===== config.mk =====
export PLATFORM = sky130hd
export DESIGN_NAME = servo_pulse_generator
export DESIGN_NICKNAME = d
export VERILOG_FILES = /design/src/sv/spg_pkg.sv /design/src/sv/spg_divider.sv /design/src/sv/spg_datapath.sv /design/src/sv/spg_ctrl.sv /design/src/sv/servo_pulse_generator.sv
export VERILOG_INCLUDE_DIRS = /design/src /design/src/sv
export SDC_FILE = /design/constraint.sdc
export NUM_CORES = 2
export LEC_CHECK = 0
export ABC_AREA = 0
export BUFFER_PORTS_ARGS = -buffer_cell sky130_fd_sc_hd__buf_2
export CAP_MARGIN = 40
export CORE_MARGIN = 8
export CORE_UTILIZATION = 25
export CTS_CLUSTER_DIAMETER = 150
export DETAILED_ROUTE_END_ITERATION = 16
export PLACE_DENSITY = 0.46
export SLEW_MARGIN = 20
export SYNTH_ARGS = -nofsm -noshare
export SYNTH_HDL_FRONTEND = slang
export SYNTH_SLANG_ARGS = --single-unit

===== constraint.sdc =====
create_clock -name clk -period 15.5 [get_ports clk]
set_input_delay 1.55 -clock clk [delete_from_list [all_inputs] [get_ports clk]]
set_output_delay 1.55 -clock clk [all_outputs]
set_load 0.02 [all_outputs]

===== src/sv/servo_pulse_generator_defines.svh =====
// ----------------------------------------------------------------------------
// servo_pulse_generator_defines
// Assertion macros shared by the divider and sequencer modules.
// ----------------------------------------------------------------------------
`ifndef SERVO_PULSE_GENERATOR_DEFINES_SVH
`define SERVO_PULSE_GENERATOR_DEFINES_SVH

// same-cycle implication, checked out of reset
`define SPG_ASSERT_IMP(label, ante, cons, msg) \
  label: assert property (@(posedge clk) disable iff (!rst_n) (ante) |-> (cons)) \
    else $error(msg);

// next-cycle implication, checked out of reset
`define SPG_ASSERT_NXT(label, ante, cons, msg) \
  label: assert property (@(posedge clk) disable iff (!rst_n) (ante) |=> (cons)) \
    else $error(msg);

`endif


===== src/sv/spg_pkg.sv =====
// ----------------------------------------------------------------------------
// spg_pkg
// Types and constants shared by the servo pulse generator modules.
// ----------------------------------------------------------------------------
package spg_pkg;

  localparam int KIND_W     = 3;
  localparam int US_W       = 16;
  localparam int TRIM_W     = 13;
  localparam int UPT_W      = 12;
  localparam int UPD_W      = 10;
  localparam int DEG_W      = 8;
  localparam int REM_W      = 20;
  localparam int DIV_W      = 24;
  localparam int DVS_W      = 12;
  localparam int CFG_IDX_W  = 3;
  localparam int CFG_DATA_W = 16;

  localparam logic [DEG_W-1:0] RANGE_DEG = 8'd180;

  // floor(x / RANGE_DEG) as (x * MAP_RECIP) >> MAP_SHIFT, exact for x < 2**DIV_W
  localparam int                   MAP_RCP_W = 25;
  localparam logic [MAP_RCP_W-1:0] MAP_RECIP = 25'd23860930;
  localparam int                   MAP_SHIFT = 32;

  localparam logic [US_W-1:0]   MIN_WIDTH_RST  = 16'd600;
  localparam logic [US_W-1:0]   MAX_WIDTH_RST  = 16'd2400;
  localparam logic [US_W-1:0]   FRAME_RST      = 16'd20000;
  localparam logic [TRIM_W-1:0] TRIM_RST       = 13'd0;
  localparam logic [UPT_W-1:0]  US_PER_TICK_RST = 12'd10;
  localparam logic [UPD_W-1:0]  US_PER_DEG_RST = 10'd10;

  typedef enum logic [KIND_W-1:0] {
    KIND_TICK   = 3'd0,
    KIND_DEG    = 3'd1,
    KIND_US     = 3'd2,
    KIND_ATTACH = 3'd3,
    KIND_DETACH = 3'd4
  } kind_t;

  typedef enum logic [CFG_IDX_W-1:0] {
    CFG_MIN_WIDTH   = 3'd0,
    CFG_MAX_WIDTH   = 3'd1,
    CFG_FRAME       = 3'd2,
    CFG_TRIM        = 3'd3,
    CFG_US_PER_TICK = 3'd4,
    CFG_US_PER_DEG  = 3'd5
  } cfg_idx_t;

  typedef enum logic [1:0] {
    DIV_REM = 2'd0,
    DIV_HI  = 2'd1,
    DIV_LO  = 2'd2
  } div_sel_t;

  typedef struct packed {
    logic     load_in;
    logic     do_tick;
    logic     do_attach;
    logic     do_detach;
    logic     w_from_value;
    logic     est_from_target;
    logic     est_from_quot;
    logic     travel;
    logic     map_capture;
    logic     trim;
    logic     hi_capture;
    logic     lo_capture;
    logic     div_start;
    div_sel_t div_sel;
    logic     out_load;
  } spg_cmd_t;

  typedef struct packed {
    kind_t kind;
    logic  enabled;
    logic  target_known;
    logic  moving;
    logic  div_done;
  } spg_status_t;

endpackage


===== src/sv/spg_divider.sv =====
// ----------------------------------------------------------------------------
// spg_divider
// Restoring unsigned divider, one quotient bit per cycle, done pulse at end.
// ----------------------------------------------------------------------------
`include "servo_pulse_generator_defines.svh"

module spg_divider (
  input  logic                      clk,
  input  logic                      rst_n,
  input  logic                      start,
  input  logic [spg_pkg::DIV_W-1:0] dividend,
  input  logic [spg_pkg::DVS_W-1:0] divisor,
  output logic                      done,
  output logic [spg_pkg::DIV_W-1:0] quotient
);
  import spg_pkg::*;

  localparam int STEP_W = $clog2(DIV_W);

  logic              busy_r;
  logic              done_r;
  logic [STEP_W-1:0] step_r;
  logic [DIV_W-1:0]  quo_r;
  logic [DVS_W-1:0]  rem_r;
  logic [DVS_W-1:0]  dvs_r;

  logic [DVS_W:0]    shifted;
  logic              ge;
  logic [DVS_W:0]    diff;

  assign shifted = {rem_r, quo_r[DIV_W-1]};
  assign ge      = shifted >= {1'b0, dvs_r};
  assign diff    = shifted - {1'b0, dvs_r};

  always_ff @(posedge clk) begin
    if (!rst_n) begin
      busy_r <= 1'b0;
      done_r <= 1'b0;
      step_r <= '0;
    end else begin
      done_r <= 1'b0;
      if (start) begin
        busy_r <= 1'b1;
        step_r <= STEP_W'(DIV_W - 1);
      end else if (busy_r) begin
        if (step_r == '0) begin
          busy_r <= 1'b0;
          done_r <= 1'b1;
        end else begin
          step_r <= step_r - 1'b1;
        end
      end
    end
  end

  always_ff @(posedge clk) begin
    if (start) begin
      quo_r <= dividend;
      rem_r <= '0;
      dvs_r <= divisor;
    end else if (busy_r) begin
      quo_r <= {quo_r[DIV_W-2:0], ge};
      rem_r <= ge ? diff[DVS_W-1:0] : shifted[DVS_W-1:0];
    end
  end

  assign done     = done_r;
  assign quotient = quo_r;

  `SPG_ASSERT_IMP(a_no_restart, start, !busy_r, "divider started while busy")

endmodule


===== src/sv/spg_datapath.sv =====
// ----------------------------------------------------------------------------
// spg_datapath
// Registers, pulse counter, travel timer, width mapping and result word.
// ----------------------------------------------------------------------------
module spg_datapath #(
  parameter int COUNT_BITS = 16
) (
  input  logic                           clk,
  input  logic                           rst_n,
  input  logic                           cfg_we,
  input  logic [spg_pkg::CFG_IDX_W-1:0]  cfg_index,
  input  logic [spg_pkg::CFG_DATA_W-1:0] cfg_data,
  input  logic [spg_pkg::KIND_W-1:0]     in_kind,
  input  logic [spg_pkg::US_W-1:0]       in_value,
  input  spg_pkg::spg_cmd_t              cmd,
  output spg_pkg::spg_status_t           status,
  output logic                           out_pulse_level,
  output logic                           out_is_attached,
  output logic                           out_moving,
  output logic [spg_pkg::DEG_W-1:0]      out_position_deg,
  output logic                           out_position_valid
);
  import spg_pkg::*;

  localparam int CB    = COUNT_BITS;
  localparam int W_W   = US_W + 3;
  localparam int SAT_W = (CB > DIV_W) ? CB : DIV_W;
  localparam int MP_W  = DIV_W + MAP_RCP_W;

  // configuration
  logic [US_W-1:0]          min_w_r, max_w_r, frame_r;
  logic signed [TRIM_W-1:0] trim_r;
  logic [UPT_W-1:0]         upt_r;
  logic [UPD_W-1:0]         upd_r;

  // pulse and travel state
  logic             level_r, level_nxt;
  logic             enabled_r, enabled_nxt;
  logic [CB-1:0]    cnt_r, cnt_nxt;
  logic [CB-1:0]    hi_r, hi_nxt;
  logic [CB-1:0]    lo_r, lo_nxt;
  logic [DEG_W-1:0] target_r, target_nxt;
  logic             known_r, known_nxt;
  logic             dir_down_r, dir_down_nxt;
  logic [REM_W-1:0] rem_r, rem_nxt;

  // working registers
  logic [KIND_W-1:0]     kind_r;
  logic [US_W-1:0]       value_r;
  logic [DEG_W-1:0]      est_r;
  logic signed [W_W-1:0] w_r;
  logic [DIV_W-1:0]      prod_mag_r;
  logic                  prod_neg_r;

  logic [UPT_W-1:0]         upt_nz;
  logic [UPD_W-1:0]         upd_nz;
  logic [DEG_W-1:0]         pos;
  logic [DEG_W-1:0]         diff_deg;
  logic                     dir_calc;
  logic [UPD_W+DEG_W-1:0]   travel_mul;
  logic signed [US_W:0]     span;
  logic [US_W:0]            span_abs;
  logic [DIV_W-1:0]         prod_mag;
  logic [MP_W-1:0]          map_prod;
  logic signed [W_W-1:0]    map_q;
  logic signed [W_W-1:0]    map_w;
  logic signed [W_W-1:0]    w_trim;
  logic signed [W_W-1:0]    w_lo_clamp;
  logic signed [W_W-1:0]    w_clamp;
  logic [REM_W-1:0]         rem_step;
  logic [REM_W-1:0]         q_rem;
  logic [DEG_W-1:0]         room_up;
  logic [DEG_W-1:0]         est_q;
  logic [US_W-1:0]          w_u;
  logic [DIV_W-1:0]         div_dividend;
  logic [DVS_W-1:0]         div_divisor;
  logic                     div_done;
  logic [DIV_W-1:0]         div_quot;

  function automatic logic [CB-1:0] sat_cnt(input logic [DIV_W-1:0] q);
    logic [SAT_W-1:0] qx;
    logic [SAT_W-1:0] mx;
    qx = SAT_W'(q);
    mx = SAT_W'({CB{1'b1}});
    return (qx > mx) ? {CB{1'b1}} : CB'(q);
  endfunction

  always_ff @(posedge clk) begin
    if (!rst_n) begin
      min_w_r <= MIN_WIDTH_RST;
      max_w_r <= MAX_WIDTH_RST;
      frame_r <= FRAME_RST;
      trim_r  <= TRIM_RST;
      upt_r   <= US_PER_TICK_RST;
      upd_r   <= US_PER_DEG_RST;
    end else if (cfg_we) begin
      unique case (cfg_idx_t'(cfg_index))
        CFG_MIN_WIDTH:   min_w_r <= cfg_data[US_W-1:0];
        CFG_MAX_WIDTH:   max_w_r <= cfg_data[US_W-1:0];
        CFG_FRAME:       frame_r <= cfg_data[US_W-1:0];
        CFG_TRIM:        trim_r  <= cfg_data[TRIM_W-1:0];
        CFG_US_PER_TICK: upt_r   <= cfg_data[UPT_W-1:0];
        CFG_US_PER_DEG:  upd_r   <= cfg_data[UPD_W-1:0];
        default: ;
      endcase
    end
  end

  assign upt_nz = (upt_r == '0) ? UPT_W'(1) : upt_r;
  assign upd_nz = (upd_r == '0) ? UPD_W'(1) : upd_r;

  assign pos = (value_r > US_W'(RANGE_DEG)) ? RANGE_DEG : value_r[DEG_W-1:0];

  // travel from current estimate to new target
  assign dir_calc   = !(pos > est_r);
  assign diff_deg   = dir_calc ? (est_r - pos) : (pos - est_r);
  assign travel_mul = (UPD_W+DEG_W)'(upd_nz) * (UPD_W+DEG_W)'(diff_deg);

  // linear map, magnitude form so the quotient truncates toward zero
  assign span     = signed'({1'b0, max_w_r}) - signed'({1'b0, min_w_r});
  assign span_abs = span[US_W] ? (~span + 1'b1) : span;
  assign prod_mag = DIV_W'(pos) * DIV_W'(span_abs[US_W-1:0]);

  // divide by the range through a reciprocal multiply
  assign map_prod = MP_W'(prod_mag_r) * MP_W'(MAP_RECIP);
  assign map_q    = signed'(W_W'(map_prod[MAP_SHIFT +: US_W]));
  assign map_w    = (prod_neg_r ? -map_q : map_q) + signed'(W_W'(min_w_r));

  assign w_trim     = w_r + W_W'(trim_r);
  assign w_lo_clamp = (w_trim < signed'(W_W'(min_w_r))) ? signed'(W_W'(min_w_r)) : w_trim;
  assign w_clamp    = (w_lo_clamp > signed'(W_W'(max_w_r))) ? signed'(W_W'(max_w_r))
                                                             : w_lo_clamp;
  assign w_u        = w_r[US_W-1:0];

  // position estimate from the remaining travel quotient
  assign q_rem   = div_quot[REM_W-1:0];
  assign room_up = RANGE_DEG - target_r;
  always_comb begin
    if (dir_down_r) begin
      est_q = (q_rem >= REM_W'(room_up)) ? RANGE_DEG : (target_r + q_rem[DEG_W-1:0]);
    end else begin
      est_q = (q_rem >= REM_W'(target_r)) ? '0 : (target_r - q_rem[DEG_W-1:0]);
    end
  end

  always_comb begin
    case (cmd.div_sel)
      DIV_REM: begin
        div_dividend = DIV_W'(rem_r);
        div_divisor  = DVS_W'(upd_nz);
      end
      DIV_HI: begin
        div_dividend = DIV_W'(w_u);
        div_divisor  = upt_nz;
      end
      default: begin
        div_dividend = (frame_r >= w_u) ? DIV_W'(frame_r - w_u) : '0;
        div_divisor  = upt_nz;
      end
    endcase
  end

  spg_divider u_div (
    .clk      (clk),
    .rst_n    (rst_n),
    .start    (cmd.div_start),
    .dividend (div_dividend),
    .divisor  (div_divisor),
    .done     (div_done),
    .quotient (div_quot)
  );

  assign rem_step = REM_W'(upt_nz);

  always_comb begin
    level_nxt    = level_r;
    enabled_nxt  = enabled_r;
    cnt_nxt      = cnt_r;
    hi_nxt       = hi_r;
    lo_nxt       = lo_r;
    target_nxt   = target_r;
    known_nxt    = known_r;
    dir_down_nxt = dir_down_r;
    rem_nxt      = rem_r;
    if (cmd.do_tick) begin
      if (enabled_r) begin
        if (!level_r && cnt_r >= lo_r) begin
          level_nxt = 1'b1;
          cnt_nxt   = '0;
        end else if (level_r && cnt_r >= hi_r) begin
          level_nxt = 1'b0;
          cnt_nxt   = '0;
        end else if (cnt_r != {CB{1'b1}}) begin
          cnt_nxt = cnt_r + 1'b1;
        end
      end
      rem_nxt = (rem_r > rem_step) ? (rem_r - rem_step) : '0;
    end
    if (cmd.do_attach) begin
      enabled_nxt = 1'b1;
      level_nxt   = 1'b0;
    end
    if (cmd.do_detach) begin
      enabled_nxt = 1'b0;
    end
    if (cmd.travel) begin
      if (known_r) begin
        dir_down_nxt = dir_calc;
        rem_nxt      = REM_W'(travel_mul);
      end
      target_nxt = pos;
      known_nxt  = 1'b1;
    end
    if (cmd.hi_capture) begin
      hi_nxt = sat_cnt(div_quot);
    end
    if (cmd.lo_capture) begin
      lo_nxt = sat_cnt(div_quot);
    end
  end

  always_ff @(posedge clk) begin
    if (!rst_n) begin
      level_r    <= 1'b0;
      enabled_r  <= 1'b0;
      cnt_r      <= '0;
      hi_r       <= '0;
      lo_r       <= '0;
      target_r   <= '0;
      known_r    <= 1'b0;
      dir_down_r <= 1'b0;
      rem_r      <= '0;
    end else begin
      level_r    <= level_nxt;
      enabled_r  <= enabled_nxt;
      cnt_r      <= cnt_nxt;
      hi_r       <= hi_nxt;
      lo_r       <= lo_nxt;
      target_r   <= target_nxt;
      known_r    <= known_nxt;
      dir_down_r <= dir_down_nxt;
      rem_r      <= rem_nxt;
    end
  end

  always_ff @(posedge clk) begin
    if (cmd.load_in) begin
      kind_r  <= in_kind;
      value_r <= in_value;
    end
    if (cmd.est_from_target) begin
      est_r <= target_r;
    end else if (cmd.est_from_quot) begin
      est_r <= est_q;
    end
    if (cmd.travel) begin
      prod_mag_r <= prod_mag;
      prod_neg_r <= span[US_W];
    end
    if (cmd.w_from_value) begin
      w_r <= signed'(W_W'(value_r));
    end else if (cmd.map_capture) begin
      w_r <= map_w;
    end else if (cmd.trim) begin
      w_r <= w_clamp;
    end
    if (cmd.out_load) begin
      out_pulse_level    <= level_r;
      out_is_attached    <= enabled_r;
      out_moving         <= rem_r != '0;
      out_position_deg   <= known_r ? est_r : '0;
      out_position_valid <= known_r;
    end
  end

  assign status.kind         = kind_t'(kind_r);
  assign status.enabled      = enabled_r;
  assign status.target_known = known_r;
  assign status.moving       = rem_r != '0;
  assign status.div_done     = div_done;

endmodule


===== src/sv/spg_ctrl.sv =====
// ----------------------------------------------------------------------------
// spg_ctrl
// Sequencer: decodes each word, steps the datapath and divider, hands off.
// ----------------------------------------------------------------------------
`include "servo_pulse_generator_defines.svh"

module spg_ctrl (
  input  logic                 clk,
  input  logic                 rst_n,
  input  logic                 in_valid,
  output logic                 in_stall,
  output logic                 out_valid,
  input  logic                 out_stall,
  input  spg_pkg::spg_status_t status,
  output spg_pkg::spg_cmd_t    cmd
);
  import spg_pkg::*;

  typedef enum logic [3:0] {
    S_IDLE,
    S_DECODE,
    S_CUR_WAIT,
    S_TRAVEL,
    S_MAP,
    S_TRIM,
    S_HI_GO,
    S_HI_WAIT,
    S_LO_GO,
    S_LO_WAIT,
    S_POS,
    S_POS_WAIT,
    S_DONE
  } state_t;

  state_t state_r, state_nxt;
  logic   out_valid_r, out_valid_nxt;
  logic   div_wait;

  always_comb begin
    state_nxt     = state_r;
    out_valid_nxt = out_valid_r & out_stall;
    cmd           = '0;
    cmd.div_sel   = DIV_REM;
    unique case (state_r)
      S_IDLE: begin
        if (in_valid) begin
          cmd.load_in = 1'b1;
          state_nxt   = S_DECODE;
        end
      end
      S_DECODE: begin
        unique case (status.kind)
          KIND_TICK: begin
            cmd.do_tick = 1'b1;
            state_nxt   = S_POS;
          end
          KIND_DEG: begin
            if (status.target_known && status.moving) begin
              cmd.div_start = 1'b1;
              cmd.div_sel   = DIV_REM;
              state_nxt     = S_CUR_WAIT;
            end else begin
              cmd.est_from_target = 1'b1;
              state_nxt           = S_TRAVEL;
            end
          end
          KIND_US: begin
            cmd.w_from_value = 1'b1;
            state_nxt        = status.enabled ? S_TRIM : S_POS;
          end
          KIND_ATTACH: begin
            cmd.do_attach = 1'b1;
            state_nxt     = S_POS;
          end
          KIND_DETACH: begin
            cmd.do_detach = 1'b1;
            state_nxt     = S_POS;
          end
          default: state_nxt = S_POS;
        endcase
      end
      S_CUR_WAIT: begin
        if (status.div_done) begin
          cmd.est_from_quot = 1'b1;
          state_nxt         = S_TRAVEL;
        end
      end
      S_TRAVEL: begin
        cmd.travel = 1'b1;
        state_nxt  = status.enabled ? S_MAP : S_POS;
      end
      S_MAP: begin
        cmd.map_capture = 1'b1;
        state_nxt       = S_TRIM;
      end
      S_TRIM: begin
        cmd.trim  = 1'b1;
        state_nxt = S_HI_GO;
      end
      S_HI_GO: begin
        cmd.div_start = 1'b1;
        cmd.div_sel   = DIV_HI;
        state_nxt     = S_HI_WAIT;
      end
      S_HI_WAIT: begin
        if (status.div_done) begin
          cmd.hi_capture = 1'b1;
          state_nxt      = S_LO_GO;
        end
      end
      S_LO_GO: begin
        cmd.div_start = 1'b1;
        cmd.div_sel   = DIV_LO;
        state_nxt     = S_LO_WAIT;
      end
      S_LO_WAIT: begin
        if (status.div_done) begin
          cmd.lo_capture = 1'b1;
          state_nxt      = S_POS;
        end
      end
      S_POS: begin
        if (status.moving) begin
          cmd.div_start = 1'b1;
          cmd.div_sel   = DIV_REM;
          state_nxt     = S_POS_WAIT;
        end else begin
          cmd.est_from_target = 1'b1;
          state_nxt           = S_DONE;
        end
      end
      S_POS_WAIT: begin
        if (status.div_done) begin
          cmd.est_from_quot = 1'b1;
          state_nxt         = S_DONE;
        end
      end
      S_DONE: begin
        if (!out_valid_r || !out_stall) begin
          cmd.out_load  = 1'b1;
          out_valid_nxt = 1'b1;
          state_nxt     = S_IDLE;
        end
      end
      default: state_nxt = S_IDLE;
    endcase
  end

  always_ff @(posedge clk) begin
    if (!rst_n) begin
      state_r     <= S_IDLE;
      out_valid_r <= 1'b0;
    end else begin
      state_r     <= state_nxt;
      out_valid_r <= out_valid_nxt;
    end
  end

  assign in_stall  = state_r != S_IDLE;
  assign out_valid = out_valid_r;

  assign div_wait = state_r == S_CUR_WAIT || state_r == S_HI_WAIT ||
                    state_r == S_LO_WAIT || state_r == S_POS_WAIT;

  `SPG_ASSERT_NXT(a_busy_after_accept, in_valid && !in_stall, in_stall, "no busy after accept")
  `SPG_ASSERT_IMP(a_done_in_wait, status.div_done, div_wait, "divider result outside a wait state")
  `SPG_ASSERT_NXT(a_result_posted, state_r == S_DONE && !out_valid_r, out_valid_r && state_r == S_IDLE, "result not posted")

endmodule


===== src/sv/servo_pulse_generator.sv =====
// Divisions run one at a time on the shared 24-step restoring divider.
// Throughput: one word at a time; a tick while traveling needs one division, a
//   microsecond write up to three, a degree write up to four.
// Reset: synchronous active-low; settings and servo state take their defaults,
//   detached and low, no position known; out_valid clears, the output fields do not.
// ----------------------------------------------------------------------------
// servo_pulse_generator
// Servo pulse generator top level: sequencer plus datapath.
// ----------------------------------------------------------------------------
module servo_pulse_generator #(
  parameter int COUNT_BITS = 16
) (
  input  logic                           clk,
  input  logic                           rst_n,
  input  logic                           cfg_we,
  input  logic [spg_pkg::CFG_IDX_W-1:0]  cfg_index,
  input  logic [spg_pkg::CFG_DATA_W-1:0] cfg_data,
  input  logic                           in_valid,
  output logic                           in_stall,
  input  logic [spg_pkg::KIND_W-1:0]     in_kind,
  input  logic [spg_pkg::US_W-1:0]       in_value,
  output logic                           out_valid,
  input  logic                           out_stall,
  output logic                           out_pulse_level,
  output logic                           out_is_attached,
  output logic                           out_moving,
  output logic [spg_pkg::DEG_W-1:0]      out_position_deg,
  output logic                           out_position_valid
);
  import spg_pkg::*;

  spg_cmd_t    cmd;
  spg_status_t status;

  spg_ctrl u_ctrl (
    .clk       (clk),
    .rst_n     (rst_n),
    .in_valid  (in_valid),
    .in_stall  (in_stall),
    .out_valid (out_valid),
    .out_stall (out_stall),
    .status    (status),
    .cmd       (cmd)
  );

  spg_datapath #(
    .COUNT_BITS (COUNT_BITS)
  ) u_dp (
    .clk                (clk),
    .rst_n              (rst_n),
    .cfg_we             (cfg_we),
    .cfg_index          (cfg_index),
    .cfg_data           (cfg_data),
    .in_kind            (in_kind),
    .in_value           (in_value),
    .cmd                (cmd),
    .status             (status),
    .out_pulse_level    (out_pulse_level),
    .out_is_attached    (out_is_attached),
    .out_moving         (out_moving),
    .out_position_deg   (out_position_deg),
    .out_position_valid (out_position_valid)
  );

endmodule


==> results by group <==
Place
  – RD Place Congestion: 0.890
  – Dpl ws: ~5.3 ns
  – Port Buffers: between 50 and 60
  – Detailed Place HPWL: about 95000 um
  – Placed Area: slightly below 40000 um^2

Synthesis
  – Area fraction in compound gates after synthesis: 0.166
  – Synth Flop Type: dfxtp_1
  – Synth cell count leaders: inv_1, ha_1, nand2_1
  – XOR/XNOR Fraction of Synth Area: 0.0498
  – Simple-gate area share of the yosys netlist: 0.152
  – Adder-Cell Fraction of Synth Area: 0.341
  – Mux cell area share after synthesis: 0.0136
  – Post-synth top area share: 0.180
  – Post-synth EDFFs: roughly 120
  – Ys async rst share: 0
  – Synthesized area per cell: between 8 and 9 um^2
  – Synth area leader: ha_1
  – Main combinational cell family by area after synthesis: adder cells
  – YS warnings: 0
  – Top-count cell post-synth: inv_1
  – Syn Nets: between 5000 and 6000
  – Yosys reg bits: 306
  – Cell variety after synth: 84
  – Post-synthesis sequential area ratio: 0.199
  – Post-Syn Area: 36600 um^2
  – Mapped Cells: approximately 4200
  – Ranking of synthesized cells by area: ha_1, fa_1, dfxtp_1, edfxtp_1, inv_1

Finish
  – Area Overhead vs Synth: 11.1%
  – Layout Nets: 5129
  – Post-route cell area: a little over 40000 um^2
  – Layout cells sized above 1: 0.0563
  – # diodes: 0

Critical path
  – Slowest stage cell, crit path: or4_1
  – Nature of the critical path endpoint: flip-flop
  – Worst r2r src: u_dp.prod_mag_r[1]$_DFFE_PN_
  – R2R depth: 34
  – Worst Path Required: about 16 ns
  – Crit Path Max Fanout: 8
  – CP max stage delay: around 0.7 ns
  – CP Data Arrival Time: about 11 ns
  – FF-to-FF End: u_dp.w_r[18]$_SDFFE_PP0P_
  – CP Class: reg -> reg
  – CP startpoint kind: flip-flop
  – R2r setup slk: approximately 5.2 ns

CTS
  – Clock Latency Late Sink: 0.61 ns
  – CTS Sinks: a little over 300
  – CTS tree: built
  – H-tree level count: 2
  – Setup bufs post-CTS: 0
  – CTS resizes: 0
  – Clock Path Buffers: 3
  – Clock root buffer: clkbuf_16
  – CTS Buf Count: just over 40
  – Clock-pin slew on the worst setup and hold paths: about 0.060 ns
  – Hold buffers post-CTS: 0

STA
  – Fin. Hold Viols: 0
  – Clock Skew: about 0.025 ns
  – Fmax: approximately 0.1 GHz
  – Fin. max-slew vios: 0
  – Worst Tran Pin Value: around 0.9 ns
  – Fin Setup TNS: 0 ns
  – Fin crit period: 10.28 ns
  – Final setup viols: 0
  – WHS: 0.460 ns
  – Final WS setup: about 5.2 ns
  – Worst rel slew slack: 0.400
  – RSZ-0062 raised after global routing: false
  – Crit share post-route: 0.663

Floorplanning
  – Boundary pin count: 57
  – Row count: 140
  – DIE AREA: between 150000 and 200000 um^2
  – Initial core utilization: 0.252
  – Die height: about 400 um
  – Die width: approximately 400 um
  – CORE AREA: about 150000 um^2

GRT
  – First-pass GRT wire length: 180000 um
  – Initial antenna violation count: 6
  – Gr ovfl total: 0
  – Gr usage total: 0.144
  – Vias in the first global route: between 20000 and 30000
  – Largest net degree at the start of global routing: between 70 and 80

Job
  – Max-Cap Viols: 0

Hold path
  – Hold path depth: 2
  – Worst min path class: reg -> reg
  – Worst hold start: u_dp.u_div.rem_r[11]$_SDFFE_PP0P_
  – Worst Hold Endpoint: u_dp.u_div.rem_r[11]$_SDFFE_PP0P_

Routing
  – DR pass1 iterations: 5
  – Drt wl/cell: around 19 um
  – WL final: between 100000 and 150000 um
  – Iter 0 DRT Violations: around 1500
  – DRC: 0
  – Vias/cell: 4.73
  – DRT antenna net count: 0
  – Via Count: between 20000 and 30000

Run status
  – Status: complete, no violations
-- worst max path at each step --
stage / startpoint / end / slack [ns]
floorplan: u_dp.prod_mag_r[1]$_DFFE_PN_ / u_dp.w_r[14]$_DFFE_PP_ / 6.48
global placement: u_dp.prod_mag_r[1]$_DFFE_PN_ / u_dp.w_r[14]$_DFFE_PP_ / 5.48
detailed placement: u_dp.prod_mag_r[1]$_DFFE_PN_ / u_dp.w_r[18]$_SDFFE_PP0P_ / 5.32
CTS: u_dp.prod_mag_r[1]$_DFFE_PN_ / u_dp.w_r[18]$_SDFFE_PP0P_ / 5.22
global route: u_dp.prod_mag_r[1]$_DFFE_PN_ / u_dp.w_r[18]$_SDFFE_PP0P_ / 4.57
finish: u_dp.prod_mag_r[1]$_DFFE_PN_ / u_dp.w_r[18]$_SDFFE_PP0P_ / 5.22
-- through the flow --
stage          cells   util
4_1_cts         6211  0.279
3_5_place_dp    6136  0.270
2_1_floorplan   4237      -
6_report        6215  0.280
3_3_place_gp    6124  0.269
5_1_grt         6215  0.280
-- critical path, delay by kind of cell (launching register included) --
| family | cells | cell delay [ns] |
|---|---|---|
| fa+ha+maj | 10 | 4.16 |
| compound gates | 10 | 2.74 |
| simple gates | 7 | 1.95 |
| xor+xnor | 3 | 0.57 |
| flops | 1 | 0.55 |
| buf+inv | 4 | 0.23 |
-- logic make-up (layout without fill, tap and decap cells) --
group           after synthesis  after routing
fa+ha+maj                   820            820
xor+xnor                    208            208
buf+inv                     767            828
compound gates              901            901
flops                       306            306
mux                          48             48
simple gates               1187           1187
-- flip-flops by register name, indices dropped and copies added (netlist names), 13 cells and up --
name                 count
u_dp.frame_r            16
u_dp.u_div.quotient     24
u_dp.cnt_r              16
u_dp.min_w_r            16
u_dp.rem_r              20
u_dp.value_r            16
u_dp.hi_r               16
u_dp.max_w_r            16
u_dp.w_r                19
u_dp.prod_mag_r         24
u_dp.trim_r             13
u_dp.lo_r               16
-- cells in the final DEF, fill, tap and decap left out, drive strengths merged, types with 21 or more instances in the layout --
cell	synthesis	layout
o21bai	30	30
fa	294	294
nor3	60	60
o21a	28	28
a21boi	80	80
and3	37	37
a21o	77	77
xnor2	124	124
nor2b	52	52
a31oi	34	34
buf	6	104
o31ai	24	24
nand2b	38	38
nor2	240	240
inv	648	650
o211a	45	45
clkbuf	112	56
nand3	87	87
a21oi	235	235
nor4	24	24
o211ai	32	32
or3	27	27
xor2	84	84
ha	526	526
and2	70	70
o21ai	165	165
a211oi	28	28
nand2	473	473
edfxtp	116	116
dfxtp	190	190
or2	21	21
mux2i	33	33
-- metal layers --
| layer | wire (um) | share of wire | vias to the layer above | track usage |
|---|---|---|---|---|
| met1 | 54900 | 0.48 | 14300 | 0.199 |
| met3 | 4340 | 0.037 | 99 | 0.0151 |
| met4 | 2590 | 0.022 | 0 | 0.0338 |
| met5 | 0 | 0 | - | 0 |
| met2 | 53800 | 0.47 | 561 | 0.242 |
| li1 | - | - | 14400 | - |
-- final cells by class --
cell class,instances,area (um^2)
clock inverters,19,189
well taps,1917,2400
inverters,649,2440
clock buffers,56,1210
fillers,15700,105000
multi-input cells,3164,26500
flip-flops and latches,306,7290
repair buffers,104,678
Power is left out: the tool's default activity adds up to more than one toggle a clock period on the data nets, which glitch-free logic cannot reach.
